### src/sv/workload_split_autotuner_assert.svh
// Assertion macros shared by the autotuner modules.
`ifndef WORKLOAD_SPLIT_AUTOTUNER_ASSERT_SVH
`define WORKLOAD_SPLIT_AUTOTUNER_ASSERT_SVH

// Same-cycle implication, disabled while reset is held.
`define WSA_ASSERT_IMP(lbl, clk, rst_n, ante, cons, msg) \
    lbl: assert property (@(posedge clk) disable iff (!(rst_n)) (ante) |-> (cons)) \
        else $error(msg);

// Next-cycle implication, disabled while reset is held.
`define WSA_ASSERT_NXT(lbl, clk, rst_n, ante, cons, msg) \
    lbl: assert property (@(posedge clk) disable iff (!(rst_n)) (ante) |=> (cons)) \
        else $error(msg);

`endif

### src/sv/wsa_pkg.sv
package wsa_pkg;

    // Field widths
    localparam int OPCODE_W   = 1;
    localparam int IT_W       = 31;
    localparam int MT_W       = 32;
    localparam int WL_W       = 7;
    localparam int MODE_W     = 2;
    localparam int SP_W       = 16;
    localparam int CFG_IDX_W  = 1;
    localparam int CFG_DATA_W = 16;

    // Bits of a measured time that take part in tuning
    localparam int TIME_BITS = 32;

    // Shared serial divider: dividend is an iteration index or 100 * time,
    // divisor is period + 1 or best + time.
    localparam int DIV_DW    = (TIME_BITS + 7 > IT_W) ? TIME_BITS + 7 : IT_W;
    localparam int DIV_VW    = (TIME_BITS + 1 > SP_W + 1) ? TIME_BITS + 1 : SP_W + 1;
    localparam int DIV_CNT_W = $clog2(DIV_DW + 1);

    // Share constants
    localparam logic [WL_W-1:0] SHARE_FULL  = WL_W'(100);
    localparam logic [WL_W-1:0] SHARE_HALF  = WL_W'(50);
    localparam logic [WL_W-1:0] SHARE_STEP  = WL_W'(5);
    localparam logic [WL_W-1:0] SHARE_FLOOR = WL_W'(30);
    localparam logic [WL_W-1:0] SHARE_MIN   = WL_W'(1);
    localparam logic [WL_W-1:0] PROBE_FIRST = WL_W'(75);
    localparam logic [WL_W-1:0] BR_LOW_INIT = WL_W'(1);

    localparam logic [SP_W-1:0] PERIOD_RESET = SP_W'(10);

    // Opcodes
    localparam logic [OPCODE_W-1:0] OP_RESTART = 1'b0;
    localparam logic [OPCODE_W-1:0] OP_ITER    = 1'b1;

    // Register indexes
    localparam logic [CFG_IDX_W-1:0] REG_MODE   = 1'b0;
    localparam logic [CFG_IDX_W-1:0] REG_PERIOD = 1'b1;

    typedef enum logic [MODE_W-1:0] {
        MODE_OFF    = 2'd0,
        MODE_STEP   = 2'd1,
        MODE_RATIO  = 2'd2,
        MODE_BISECT = 2'd3
    } t_mode;

    typedef enum logic [2:0] {
        S_IDLE,
        S_DECIDE,
        S_DIV,
        S_TUNE,
        S_WRITE
    } t_state;

    typedef struct packed {
        logic load;
        logic restart;
        logic div_start;
        logic div_step;
        logic tune;
        logic out_load;
    } t_cmd;

    typedef struct packed {
        logic restart;
        logic need_div;
        logic direct_tune;
        logic div_done;
        logic hit;
    } t_status;

endpackage

### src/sv/wsa_intf.sv
interface wsa_in_if import wsa_pkg::*; ();
    logic                valid;
    logic                ready;
    logic [OPCODE_W-1:0] opcode;
    logic [IT_W-1:0]     iteration;
    logic [MT_W-1:0]     measured_time;

    modport source (output valid, opcode, iteration, measured_time, input ready);
    modport sink   (input valid, opcode, iteration, measured_time, output ready);
endinterface

interface wsa_out_if import wsa_pkg::*; ();
    logic            valid;
    logic            ready;
    logic [WL_W-1:0] workload;
    logic            tuned_now;
    logic            stopped;

    modport source (output valid, workload, tuned_now, stopped, input ready);
    modport sink   (input valid, workload, tuned_now, stopped, output ready);
endinterface

interface wsa_cfg_if import wsa_pkg::*; ();
    logic                  valid;
    logic                  ready;
    logic [CFG_IDX_W-1:0]  index;
    logic [CFG_DATA_W-1:0] data;

    modport source (output valid, index, data, input ready);
    modport sink   (input valid, index, data, output ready);
endinterface

### src/sv/wsa_ctrl.sv
`include "workload_split_autotuner_assert.svh"

module wsa_ctrl import wsa_pkg::*; (
    input  logic    i_clk,
    input  logic    i_rst_n,
    input  logic    i_in_valid,
    output logic    o_in_ready,
    output logic    o_out_valid,
    input  logic    i_out_ready,
    input  t_status i_status,
    output t_cmd    o_cmd
);

    t_state r_state, n_state;
    logic   r_out_valid, n_out_valid;

    always_ff @(posedge i_clk) begin
        if (!i_rst_n) begin
            r_state     <= S_IDLE;
            r_out_valid <= 1'b0;
        end else begin
            r_state     <= n_state;
            r_out_valid <= n_out_valid;
        end
    end

    always_comb begin
        n_state     = r_state;
        o_cmd       = '0;
        n_out_valid = r_out_valid && !i_out_ready;
        unique case (r_state)
            S_IDLE: begin
                if (i_in_valid) begin
                    o_cmd.load = 1'b1;
                    n_state    = S_DECIDE;
                end
            end
            S_DECIDE: begin
                if (i_status.restart) begin
                    o_cmd.restart = 1'b1;
                    n_state       = S_WRITE;
                end else if (i_status.need_div) begin
                    o_cmd.div_start = 1'b1;
                    n_state         = S_DIV;
                end else if (i_status.direct_tune) begin
                    o_cmd.tune = 1'b1;
                    n_state    = S_WRITE;
                end else begin
                    n_state = S_WRITE;
                end
            end
            S_DIV: begin
                if (i_status.div_done) begin
                    n_state = S_TUNE;
                end else begin
                    o_cmd.div_step = 1'b1;
                end
            end
            S_TUNE: begin
                o_cmd.tune = i_status.hit;
                n_state    = S_WRITE;
            end
            S_WRITE: begin
                if (!r_out_valid || i_out_ready) begin
                    o_cmd.out_load = 1'b1;
                    n_out_valid    = 1'b1;
                    n_state        = S_IDLE;
                end
            end
            default: begin
                n_state = S_IDLE;
            end
        endcase
    end

    assign o_in_ready  = (r_state == S_IDLE);
    assign o_out_valid = r_out_valid;

    `WSA_ASSERT_IMP(a_load_into_free, i_clk, i_rst_n, o_cmd.out_load, !r_out_valid || i_out_ready, "result overwrote a waiting result")
    `WSA_ASSERT_NXT(a_one_at_a_time, i_clk, i_rst_n, i_in_valid && o_in_ready, !o_in_ready, "second request taken while busy")

endmodule

### src/sv/wsa_dp.sv
`include "workload_split_autotuner_assert.svh"

module wsa_dp import wsa_pkg::*; (
    input  logic                i_clk,
    input  logic                i_rst_n,
    wsa_cfg_if.sink             i_cfg,
    input  logic [OPCODE_W-1:0] i_opcode,
    input  logic [IT_W-1:0]     i_iteration,
    input  logic [MT_W-1:0]     i_measured_time,
    input  t_cmd                i_cmd,
    output t_status             o_status,
    output logic [WL_W-1:0]     o_workload,
    output logic                o_tuned_now,
    output logic                o_stopped
);

    localparam int BR_W = WL_W + 3;

    function automatic logic signed [BR_W-1:0] ext_br(input logic [WL_W-1:0] v);
        ext_br = $signed({{(BR_W-WL_W){1'b0}}, v});
    endfunction

    // Halve, rounding toward zero
    function automatic logic signed [BR_W-1:0] half_tz(input logic signed [BR_W-1:0] x);
        logic signed [BR_W-1:0] adj;
        adj     = x + $signed({{(BR_W-1){1'b0}}, x[BR_W-1]});
        half_tz = adj >>> 1;
    endfunction

    // Configuration
    t_mode            r_mode, n_mode;
    logic [SP_W-1:0]  r_period, n_period;

    // Request held for the whole item
    logic [OPCODE_W-1:0]  r_opcode;
    logic [IT_W-1:0]      r_iter;
    logic [TIME_BITS-1:0] r_time;

    // Tuning state
    logic                 r_stop, n_stop;
    logic                 r_tuned, n_tuned;
    logic [WL_W-1:0]      r_share, n_share;
    logic [TIME_BITS-1:0] r_quick_time, n_quick_time;
    logic [WL_W-1:0]      r_best_share, n_best_share;
    logic [WL_W-1:0]      r_low, n_low;
    logic [WL_W-1:0]      r_mid, n_mid;
    logic [WL_W-1:0]      r_high, n_high;
    logic [WL_W-1:0]      r_probe, n_probe;
    logic [TIME_BITS-1:0] r_mid_time, n_mid_time;

    // Serial divider
    logic [DIV_DW-1:0]    r_dvd;
    logic [DIV_VW-1:0]    r_dvs;
    logic [DIV_VW-1:0]    r_rem;
    logic [WL_W-1:0]      r_quo;
    logic [DIV_CNT_W-1:0] r_cnt;
    logic                 r_div_ratio;
    logic [DIV_VW:0]      rem_sh;
    logic [DIV_VW:0]      dvs_ext;
    logic                 rem_ge;

    // Output register
    logic [WL_W-1:0] r_out_share;
    logic            r_out_tuned;
    logic            r_out_stop;

    // Decode
    logic is_iter, live, ratio_point, best_zero;

    // Step-down
    logic                 sd_upd, sd_end;
    logic [TIME_BITS-1:0] sd_quick_time;
    logic [WL_W-1:0]      sd_best_share, sd_share;

    // Ratio
    logic                 ra_first;
    logic [TIME_BITS-1:0] ra_quick_time;
    logic [WL_W-1:0]      ra_best_share, ra_share;

    // Bisection
    logic signed [BR_W-1:0] b_lo, b_mid, b_hi, b_pr, b_nx, g_hi, g_lo;
    logic [TIME_BITS-1:0]   bs_mid_time;
    logic [WL_W-1:0]        bs_probe;
    logic                   bs_stop;

    assign i_cfg.ready = 1'b1;

    assign is_iter     = (r_opcode == OP_ITER);
    assign live        = is_iter && !r_stop;
    assign best_zero   = (r_quick_time == '0);
    assign ratio_point = (r_iter == IT_W'(r_period >> 1)) || (r_iter == IT_W'(r_period));

    always_comb begin
        o_status.restart     = !is_iter;
        o_status.need_div    = live && ((r_mode == MODE_STEP) || (r_mode == MODE_BISECT) ||
                               ((r_mode == MODE_RATIO) && ratio_point && !best_zero));
        o_status.direct_tune = live && (r_mode == MODE_RATIO) && ratio_point && best_zero;
        o_status.div_done    = (r_cnt == '0);
        o_status.hit         = r_div_ratio || (r_rem == DIV_VW'(r_period));
    end

    // Step-down: keep the best, lower by one step, fall back once the next step would drop below the floor
    always_comb begin
        sd_upd        = best_zero || (r_time < r_quick_time);
        sd_quick_time = sd_upd ? r_time : r_quick_time;
        sd_best_share = sd_upd ? r_share : r_best_share;
        sd_end        = (r_share < (SHARE_FLOOR + SHARE_STEP));
        sd_share      = sd_end ? sd_best_share : (r_share - SHARE_STEP);
    end

    // Ratio: first point records the time, second takes the quotient
    always_comb begin
        ra_first      = best_zero;
        ra_quick_time = ra_first ? r_time : r_quick_time;
        ra_best_share = ra_first ? r_best_share : r_quo;
        ra_share      = ra_first ? SHARE_MIN : r_quo;
    end

    // Bisection: narrow the bracket around the faster point, probe the wider gap
    always_comb begin
        b_lo        = ext_br(r_low);
        b_mid       = ext_br(r_mid);
        b_hi        = ext_br(r_high);
        b_pr        = ext_br(r_probe);
        bs_mid_time = r_mid_time;
        if (r_mid_time != '0) begin
            if (r_time < r_mid_time) begin
                if (b_pr < b_mid) begin
                    b_hi = b_mid;
                end else begin
                    b_lo = b_mid;
                end
                b_mid       = b_pr;
                bs_mid_time = r_time;
            end else begin
                if (b_pr < b_mid) begin
                    b_lo = b_pr;
                end else begin
                    b_hi = b_pr;
                end
            end
        end else begin
            bs_mid_time = r_time;
        end
        g_hi = b_hi - b_mid;
        g_lo = b_mid - b_lo;
        if (g_hi > g_lo) begin
            b_nx = b_mid + half_tz(g_hi);
        end else begin
            b_nx = b_lo + half_tz(g_lo + $signed(BR_W'(1)));
        end
        bs_probe = (r_mid_time == '0) ? PROBE_FIRST : b_nx[WL_W-1:0];
        bs_stop  = (g_hi == $signed(BR_W'(1))) && (g_lo == $signed(BR_W'(1)));
    end

    always_comb begin
        n_mode       = r_mode;
        n_period     = r_period;
        n_stop       = r_stop;
        n_tuned      = r_tuned;
        n_share      = r_share;
        n_quick_time = r_quick_time;
        n_best_share = r_best_share;
        n_low        = r_low;
        n_mid        = r_mid;
        n_high       = r_high;
        n_probe      = r_probe;
        n_mid_time   = r_mid_time;

        if (i_cfg.valid) begin
            unique case (i_cfg.index)
                REG_MODE:   n_mode   = t_mode'(i_cfg.data[MODE_W-1:0]);
                REG_PERIOD: n_period = i_cfg.data[SP_W-1:0];
                default:    ;
            endcase
        end

        if (i_cmd.load) begin
            n_tuned = 1'b0;
        end

        if (i_cmd.restart) begin
            n_stop       = 1'b0;
            n_tuned      = 1'b0;
            n_share      = (r_mode == MODE_BISECT) ? SHARE_HALF : SHARE_FULL;
            n_quick_time = '0;
            n_best_share = '0;
            n_low        = BR_LOW_INIT;
            n_mid        = SHARE_HALF;
            n_high       = SHARE_FULL;
            n_probe      = SHARE_HALF;
            n_mid_time   = '0;
        end else if (i_cmd.tune) begin
            n_tuned = 1'b1;
            unique case (r_mode)
                MODE_STEP: begin
                    n_quick_time = sd_quick_time;
                    n_best_share = sd_best_share;
                    n_share      = sd_share;
                    n_stop       = sd_end;
                end
                MODE_RATIO: begin
                    n_quick_time = ra_quick_time;
                    n_best_share = ra_best_share;
                    n_share      = ra_share;
                    n_stop       = r_stop || (ra_best_share != '0);
                end
                MODE_BISECT: begin
                    n_low      = b_lo[WL_W-1:0];
                    n_mid      = b_mid[WL_W-1:0];
                    n_high     = b_hi[WL_W-1:0];
                    n_probe    = bs_probe;
                    n_share    = bs_probe;
                    n_mid_time = bs_mid_time;
                    n_stop     = r_stop || bs_stop;
                end
                MODE_OFF: ;
            endcase
        end
    end

    always_ff @(posedge i_clk) begin
        if (!i_rst_n) begin
            r_mode       <= MODE_STEP;
            r_period     <= PERIOD_RESET;
            r_stop       <= 1'b0;
            r_tuned      <= 1'b0;
            r_share      <= SHARE_FULL;
            r_quick_time <= '0;
            r_best_share <= '0;
            r_low        <= BR_LOW_INIT;
            r_mid        <= SHARE_HALF;
            r_high       <= SHARE_FULL;
            r_probe      <= SHARE_HALF;
            r_mid_time   <= '0;
        end else begin
            r_mode       <= n_mode;
            r_period     <= n_period;
            r_stop       <= n_stop;
            r_tuned      <= n_tuned;
            r_share      <= n_share;
            r_quick_time <= n_quick_time;
            r_best_share <= n_best_share;
            r_low        <= n_low;
            r_mid        <= n_mid;
            r_high       <= n_high;
            r_probe      <= n_probe;
            r_mid_time   <= n_mid_time;
        end
    end

    // Capture the request
    always_ff @(posedge i_clk) begin
        if (i_cmd.load) begin
            r_opcode <= i_opcode;
            r_iter   <= i_iteration;
            r_time   <= TIME_BITS'(i_measured_time);
        end
    end

    // Restoring divider, one dividend bit per cycle
    assign rem_sh  = {r_rem, r_dvd[DIV_DW-1]};
    assign dvs_ext = {1'b0, r_dvs};
    assign rem_ge  = (rem_sh >= dvs_ext);

    always_ff @(posedge i_clk) begin
        if (!i_rst_n) begin
            r_cnt <= '0;
        end else if (i_cmd.div_start) begin
            r_cnt <= DIV_CNT_W'(DIV_DW);
        end else if (i_cmd.div_step) begin
            r_cnt <= r_cnt - DIV_CNT_W'(1);
        end
    end

    always_ff @(posedge i_clk) begin
        if (i_cmd.div_start) begin
            r_rem       <= '0;
            r_quo       <= '0;
            r_div_ratio <= (r_mode == MODE_RATIO);
            if (r_mode == MODE_RATIO) begin
                r_dvd <= DIV_DW'(r_time) * DIV_DW'(SHARE_FULL);
                r_dvs <= DIV_VW'(r_quick_time) + DIV_VW'(r_time);
            end else begin
                r_dvd <= DIV_DW'(r_iter);
                r_dvs <= DIV_VW'(r_period) + DIV_VW'(1);
            end
        end else if (i_cmd.div_step) begin
            r_rem <= rem_ge ? DIV_VW'(rem_sh - dvs_ext) : DIV_VW'(rem_sh);
            r_quo <= {r_quo[WL_W-2:0], rem_ge};
            r_dvd <= {r_dvd[DIV_DW-2:0], 1'b0};
        end
    end

    // Result register
    always_ff @(posedge i_clk) begin
        if (i_cmd.out_load) begin
            r_out_share <= r_share;
            r_out_tuned <= r_tuned;
            r_out_stop  <= r_stop;
        end
    end

    assign o_workload  = r_out_share;
    assign o_tuned_now = r_out_tuned;
    assign o_stopped   = r_out_stop;

    `WSA_ASSERT_NXT(a_restart_clears, i_clk, i_rst_n, i_cmd.restart, !r_stop && !r_tuned && (r_quick_time == '0), "restart left tuning state behind")
    `WSA_ASSERT_IMP(a_stop_sticky, i_clk, i_rst_n, $fell(r_stop), $past(i_cmd.restart) || $past(!i_rst_n), "stop flag cleared without restart")
    `WSA_ASSERT_IMP(a_no_tune_stopped, i_clk, i_rst_n, i_cmd.tune, !r_stop, "tuning applied after stop")

endmodule

### src/sv/workload_split_autotuner.sv
// Workload split autotuner.
// Request channel i_in: opcode 0 restarts tuning state, opcode 1 reports an
// iteration with its index and measured compute time (zero = not measured).
// Result channel o_out: one result per request carrying the share to use
// next, whether this iteration was a tuning point, and the stop flag.
// Register channel i_cfg: index 0 selects the mode (1 step-down, 2 ratio,
// 3 bisection), index 1 the stable period; always ready, write only when idle.
// Flow: a request is taken only while the engine is idle. Restarts,
// stopped tuning, mode 0, the first ratio point and ratio-mode non-tuning
// iterations go from decode straight to write-back. Step-down and bisection
// iterations, and the second ratio point, run the serial divider (one bit
// per cycle over a 39-bit dividend) and a tune step before write-back.
// A finished result sits in an output register; the engine takes the next
// request while it waits, and holds a new result until the receiver drains
// the old one. Reset sets mode 1, period 10, share 100 and clears the state.
module workload_split_autotuner import wsa_pkg::*; (
    input  logic      i_clk,
    input  logic      i_rst_n,
    wsa_in_if.sink    i_in,
    wsa_out_if.source o_out,
    wsa_cfg_if.sink   i_cfg
);

    // Command and status between sequencer and datapath
    t_cmd    cmd;
    t_status status;

    // Sequencer: idle, decode, divide, tune, write back
    wsa_ctrl u_ctrl (
        .i_clk       (i_clk),
        .i_rst_n     (i_rst_n),
        .i_in_valid  (i_in.valid),
        .o_in_ready  (i_in.ready),
        .o_out_valid (o_out.valid),
        .i_out_ready (o_out.ready),
        .i_status    (status),
        .o_cmd       (cmd)
    );

    // Datapath: registers, tuning state, serial divider, result register
    wsa_dp u_dp (
        .i_clk           (i_clk),
        .i_rst_n         (i_rst_n),
        .i_cfg           (i_cfg),
        .i_opcode        (i_in.opcode),
        .i_iteration     (i_in.iteration),
        .i_measured_time (i_in.measured_time),
        .i_cmd           (cmd),
        .o_status        (status),
        .o_workload      (o_out.workload),
        .o_tuned_now     (o_out.tuned_now),
        .o_stopped       (o_out.stopped)
    );

endmodule
### src/flat_wrapper.sv
// flat-port wrapper written by rule: the top's interface ports become plain ports
module workload_split_autotuner_flat import wsa_pkg::*;
  (i_clk, i_rst_n, i_in_valid, i_in_opcode, i_in_iteration, i_in_measured_time, i_in_ready, o_out_valid, o_out_workload, o_out_tuned_now, o_out_stopped, o_out_ready, i_cfg_valid, i_cfg_index, i_cfg_data, i_cfg_ready);
  wsa_in_if i_in_i ();
  wsa_out_if o_out_i ();
  wsa_cfg_if i_cfg_i ();
  input  logic i_clk;
  input  logic i_rst_n;
  input wire logic [$bits(i_in_i.valid)-1:0] i_in_valid;
  input wire logic [$bits(i_in_i.opcode)-1:0] i_in_opcode;
  input wire logic [$bits(i_in_i.iteration)-1:0] i_in_iteration;
  input wire logic [$bits(i_in_i.measured_time)-1:0] i_in_measured_time;
  output wire logic [$bits(i_in_i.ready)-1:0] i_in_ready;
  output wire logic [$bits(o_out_i.valid)-1:0] o_out_valid;
  output wire logic [$bits(o_out_i.workload)-1:0] o_out_workload;
  output wire logic [$bits(o_out_i.tuned_now)-1:0] o_out_tuned_now;
  output wire logic [$bits(o_out_i.stopped)-1:0] o_out_stopped;
  input wire logic [$bits(o_out_i.ready)-1:0] o_out_ready;
  input wire logic [$bits(i_cfg_i.valid)-1:0] i_cfg_valid;
  input wire logic [$bits(i_cfg_i.index)-1:0] i_cfg_index;
  input wire logic [$bits(i_cfg_i.data)-1:0] i_cfg_data;
  output wire logic [$bits(i_cfg_i.ready)-1:0] i_cfg_ready;
  assign i_in_i.valid = i_in_valid;
  assign i_in_i.opcode = i_in_opcode;
  assign i_in_i.iteration = i_in_iteration;
  assign i_in_i.measured_time = i_in_measured_time;
  assign i_in_ready = i_in_i.ready;
  assign o_out_valid = o_out_i.valid;
  assign o_out_workload = o_out_i.workload;
  assign o_out_tuned_now = o_out_i.tuned_now;
  assign o_out_stopped = o_out_i.stopped;
  assign o_out_i.ready = o_out_ready;
  assign i_cfg_i.valid = i_cfg_valid;
  assign i_cfg_i.index = i_cfg_index;
  assign i_cfg_i.data = i_cfg_data;
  assign i_cfg_ready = i_cfg_i.ready;
  workload_split_autotuner u_core (.i_clk(i_clk), .i_rst_n(i_rst_n), .i_in(i_in_i), .o_out(o_out_i), .i_cfg(i_cfg_i));
endmodule
### config.mk
export PLATFORM = sky130hd
export DESIGN_NAME = workload_split_autotuner_flat
export DESIGN_NICKNAME = d
export VERILOG_FILES = /design/src/sv/wsa_pkg.sv /design/src/sv/wsa_intf.sv /design/src/sv/wsa_ctrl.sv /design/src/sv/wsa_dp.sv /design/src/sv/workload_split_autotuner.sv /design/src/flat_wrapper.sv
export VERILOG_INCLUDE_DIRS = /design/src /design/src/sv
export SDC_FILE = /design/constraint.sdc
export NUM_CORES = 1
export LEC_CHECK = 0
export BUFFER_PORTS_ARGS = -buffer_cell sky130_fd_sc_hd__buf_2
export CORE_MARGIN = 2
export CORE_UTILIZATION = 34
export DETAILED_ROUTE_END_ITERATION = 10
export PLACE_DENSITY = 0.54
export SYNTH_ARGS = -nofsm -noshare
export SYNTH_HDL_FRONTEND = slang
export SYNTH_SLANG_ARGS = --single-unit
### constraint.sdc
create_clock -name i_clk -period 10.95 [get_ports i_clk]
set_clock_uncertainty 0.15 [all_clocks]
set_input_delay 2.19 -clock i_clk [delete_from_list [all_inputs] [get_ports i_clk]]
set_output_delay 2.19 -clock i_clk [all_outputs]
set_load 0.01 [all_outputs]
==> qor.txt <==
FLOORPLANNING
------------------------------------------------------------------------------------------
Placement row count .........................................................           96
Total die area ..............................................................   72050 um^2
Chip Width ..................................................................     268.4 um
Die height ..................................................................     268.4 um
Initial standard-cell utilization of the core ...............................       0.3448
Number of placed I/O pins ...................................................           98
Standard cell core area .....................................................   68950 um^2

GLOBAL ROUTING
------------------------------------------------------------------------------------------
Grt ovf .....................................................................            0
Met2 global-route usage .....................................................       0.3133
Total global-route track usage ..............................................       0.1914
Peak-usage layer in the global routing report ...............................         met2
First-pass GRT wire length ..................................................    109400 um
Met1 Usage GRT ..............................................................       0.2671
Largest net degree at the start of global routing ...........................           89
Number of global-route vias before repair ...................................        19660
Met3 capacity usage during global routing ...................................      0.02621
Antenna violations before repair ............................................            3

ROUTE
------------------------------------------------------------------------------------------
Routed wire per std cell ....................................................     17.92 um
DRT Pass-1 Iters ............................................................            6
Antenna viol nets, final ....................................................            0
Initial DRC count ...........................................................         1653
Via count normalized by instance count ......................................        5.211
Final WL ....................................................................     68590 um
Total via count after detailed routing ......................................        19950
Post-detailed-route DRC marker count ........................................            0

TIMING
------------------------------------------------------------------------------------------
Hold Violations, Final ......................................................            0
Worst-Margin Slew ...........................................................      1128 ps
Shortest period the worst path allows .......................................      7621 ps
Max-slew violations .........................................................            0
Setup TNS Final .............................................................         0 ps
Highest clock rate ..........................................................   0.1312 GHz
Worst max-slew margin expressed relative to the limit .......................       0.2452
Period Utilization, post-route ..............................................       0.6960
Count of endpoints failing setup in the final report ........................            0
Unrepaired setup endpoints after global routing .............................           no

WORST SETUP PATH
------------------------------------------------------------------------------------------
Critical Setup Path Class ...................................................      reg2reg
Largest stage delay, worst path .............................................       510 ps
Sort of element at the start of the critical path ...........................         flop
CP max FO ...................................................................           14
R2R Setup Slk ...............................................................      3330 ps
Arrival time at the worst endpoint ..........................................      7920 ps
Req. time, crit path ........................................................     11250 ps
Kind of end point of the critical path ......................................         flop
Worst-path cell with the longest stage delay ................................     edfxtp_1
CP dominant cell by count ...................................................      a21oi_1

LOGIC SYNTHESIS
------------------------------------------------------------------------------------------
Area contributors post-synth ................................................ edfxtp_1 18%, dfxtp_1 15%, ha_1 15%
Cell area after synthesis ...................................................   23770 um^2
Synth Net Count .............................................................         3205
Number of enable-type register cells in the synthesized netlist .............          146
Top_reg_cell synth ..........................................................      dfxtp_1
Per-instance average area after synthesis ...................................   8.466 um^2
Number of cells produced by synthesis .......................................         2808
Number of unique standard cell types used by synthesis ......................           94
Fraction of post-synthesis cell area in the top cell type by area ...........       0.1844
Largest area contributor in the netlist .....................................     edfxtp_1
Post-synthesis async set-or-reset flop share ................................            0
Seq/Total Area, Yosys .......................................................       0.3326
Seq cells post-synth ........................................................          322
Yosys warning count .........................................................            0

CLOCK NETWORK
------------------------------------------------------------------------------------------
Clock tree from TritonCTS ...................................................          yes
Clock edge transition at the registers on the reported setup and hold paths .        50 ps
Bufs on Longest Clock Path ..................................................            3
Clock root buffer ...........................................................    clkbuf_16
Cells resized by post-CTS repair ............................................            0
Cts-stage hold buffer count .................................................            0
Number of clock sinks .......................................................          322
Setup fix buffers added after clock tree synthesis ..........................            0
CTS H-Tree Depth ............................................................            2
Inserted Clock Buffers ......................................................           42
Insertion delay of the later-clocked pin in the worst-skew pair .............       590 ps

LAYOUT
------------------------------------------------------------------------------------------
Synthesis-to-finish area growth .............................................       11.72%
Final net count .............................................................         3260
Filler cell count in the final layout .......................................         7113
Fraction of final layout cells sized beyond drive strength 1 ................      0.07493
Layout Cells excl Fill ......................................................         3828

RUN STATUS
------------------------------------------------------------------------------------------
Outcome .....................................................................    completed

POWER
------------------------------------------------------------------------------------------
Areal power density over the cells .......................................... 153.6 nW/um^2
Maximum VDD drop ............................................................    0.1016 mV
Overall power of the completed layout .......................................     4.079 mW
Leakage power figure ........................................................     11.03 nW

PLACEMENT
------------------------------------------------------------------------------------------
Port bufs ...................................................................           96
Half-perimeter wire length of the detailed placement result .................     51060 um
Placed Cells incl. Taps .....................................................         3750
Routability congestion estimate from global placement .......................       0.8916

FLOW RUN
------------------------------------------------------------------------------------------
Max capacitance violation total .............................................            0

MIN PATH
------------------------------------------------------------------------------------------
Min-delay worst type ........................................................      reg2reg

==> metrics by stage <==
stage          utilization  worst slack (ps)  hold WS [ps]  area [um^2]
6_report            0.3852              3329         281.3        26560
5_1_grt             0.3851              2817         312.2        26550
4_1_cts             0.3851              3452         283.0        26550
3_5_place_dp        0.3659              3476         270.1        25220
3_3_place_gp        0.3659              3644         267.5        25220
2_1_floorplan            -              4570         259.3        23770
==> synth_stat cells, types with 60 or more instances <==
cell type,number
inv_1,340
a21oi_1,285
ha_1,280
nand2_1,274
nor2_1,224
dfxtp_1,176
o21ai_0,152
edfxtp_1,146
xnor2_1,102
clkbuf_1,94
xor2_1,77
nand3_1,60
==> power by group <==
group          leakage (nW)  switching (mW)  internal, mW
registers              2.83          0.0981          1.34
logic                  7.54           0.753         0.550
clock network         0.654           0.556         0.783
total                  11.0            1.41          2.67
==> placed cells by master (no fill, tap or decap), types with 6 or more instances in the layout <==
| cell type | synthesis | layout |
|---|---|---|
| a211oi_1 | 22 | 22 |
| a21o_1 | 26 | 26 |
| a21oi_1 | 285 | 285 |
| a221oi_1 | 9 | 8 |
| a31oi_1 | 13 | 12 |
| and2_1 | 17 | 16 |
| and3_1 | 18 | 18 |
| buf_2 | 1 | 96 |
| buf_4 | 2 | 18 |
| clkbuf_1 | 94 | 12 |
| clkbuf_16 | 0 | 43 |
| clkbuf_8 | 0 | 9 |
| clkinv_1 | 1 | 6 |
| dfxtp_1 | 176 | 176 |
| edfxtp_1 | 146 | 146 |
| fa_1 | 31 | 31 |
| ha_1 | 280 | 279 |
| inv_1 | 340 | 340 |
| mux2i_1 | 49 | 49 |
| nand2_1 | 274 | 272 |
| nand2b_1 | 26 | 26 |
| nand3_1 | 60 | 60 |
| nand4_1 | 32 | 32 |
| nor2_1 | 224 | 223 |
| nor2b_1 | 25 | 25 |
| nor3_1 | 47 | 46 |
| nor3b_1 | 9 | 9 |
| nor4_1 | 48 | 48 |
| o211ai_1 | 18 | 18 |
| o21a_1 | 19 | 19 |
| o21ai_0 | 152 | 152 |
| o21ai_1 | 15 | 14 |
| o21bai_1 | 24 | 24 |
| o22ai_1 | 12 | 12 |
| o31a_1 | 8 | 8 |
| o31ai_1 | 7 | 7 |
| or3_1 | 7 | 7 |
| xnor2_1 | 102 | 102 |
| xor2_1 | 77 | 77 |
==> sequential cells by signal, indices dropped and copies added (netlist names), 6 cells and up <==
signal,cells
u_core.u_dp.o_workload,7
u_core.u_dp.r_best_share,7
u_core.u_dp.r_cnt,6
u_core.u_dp.r_dvd,39
u_core.u_dp.r_dvs,33
u_core.u_dp.r_high,7
u_core.u_dp.r_iter,31
u_core.u_dp.r_low,7
u_core.u_dp.r_mid,7
u_core.u_dp.r_mid_time,32
u_core.u_dp.r_period,16
u_core.u_dp.r_probe,7
u_core.u_dp.r_quick_time,32
u_core.u_dp.r_quo,7
u_core.u_dp.r_rem,33
u_core.u_dp.r_share,7
u_core.u_dp.r_time,32
==> kinds of logic after synthesis <==
kind of cell,count (synthesis),synth area share
fa+ha+maj,314,0.1748
mux,52,0.02205
xor+xnor,181,0.06779
other cells,1,0.0001578
flops,322,0.3326
simple gates,820,0.1607
compound gates,673,0.1709
buf+inv,445,0.07095
==> critical path, delay by kind of cell (launching register included) <==
family / cells / cell delay (ps)
compound gates: 18 / 4200
fa+ha+maj: 4 / 1110
flops: 1 / 510
buf+inv: 3 / 480
simple gates: 3 / 460
xor+xnor: 1 / 390
mux: 1 / 220
==> final cells by class <==
type,instances,area [um^2],area share
clock buffer,64,1245,0.04688
antenna,1,2.502,0.00009423
tap,931,1165,0.04386
sequential,322,7908,0.2978
inverter,342,1284,0.04834
clock inverter,13,85.08,0.003204
timing repair buffer,114,615.6,0.02318
multi-input combinational,2041,14250,0.5367
==> layer usage <==
metal | up-vias | part of all wire
met5 | - | 0
met4 | 0 | 0.019
met3 | 92 | 0.047
met2 | 455 | 0.46
met1 | 9537 | 0.47
li1 | 9865 | -
==> final timing paths <==
kind,startpoint,cells after the start,to
max reg2reg,u_core.u_dp.r_time[27],30,u_core.u_dp.r_share[0]
min reg2reg,u_core.u_dp.r_tuned,0,u_core.u_dp.o_tuned_now
min,u_core.u_dp.r_tuned,0,u_core.u_dp.o_tuned_now
max,u_core.u_dp.r_time[27],30,u_core.u_dp.r_share[0]
Power figures use the tool's default switching activity.
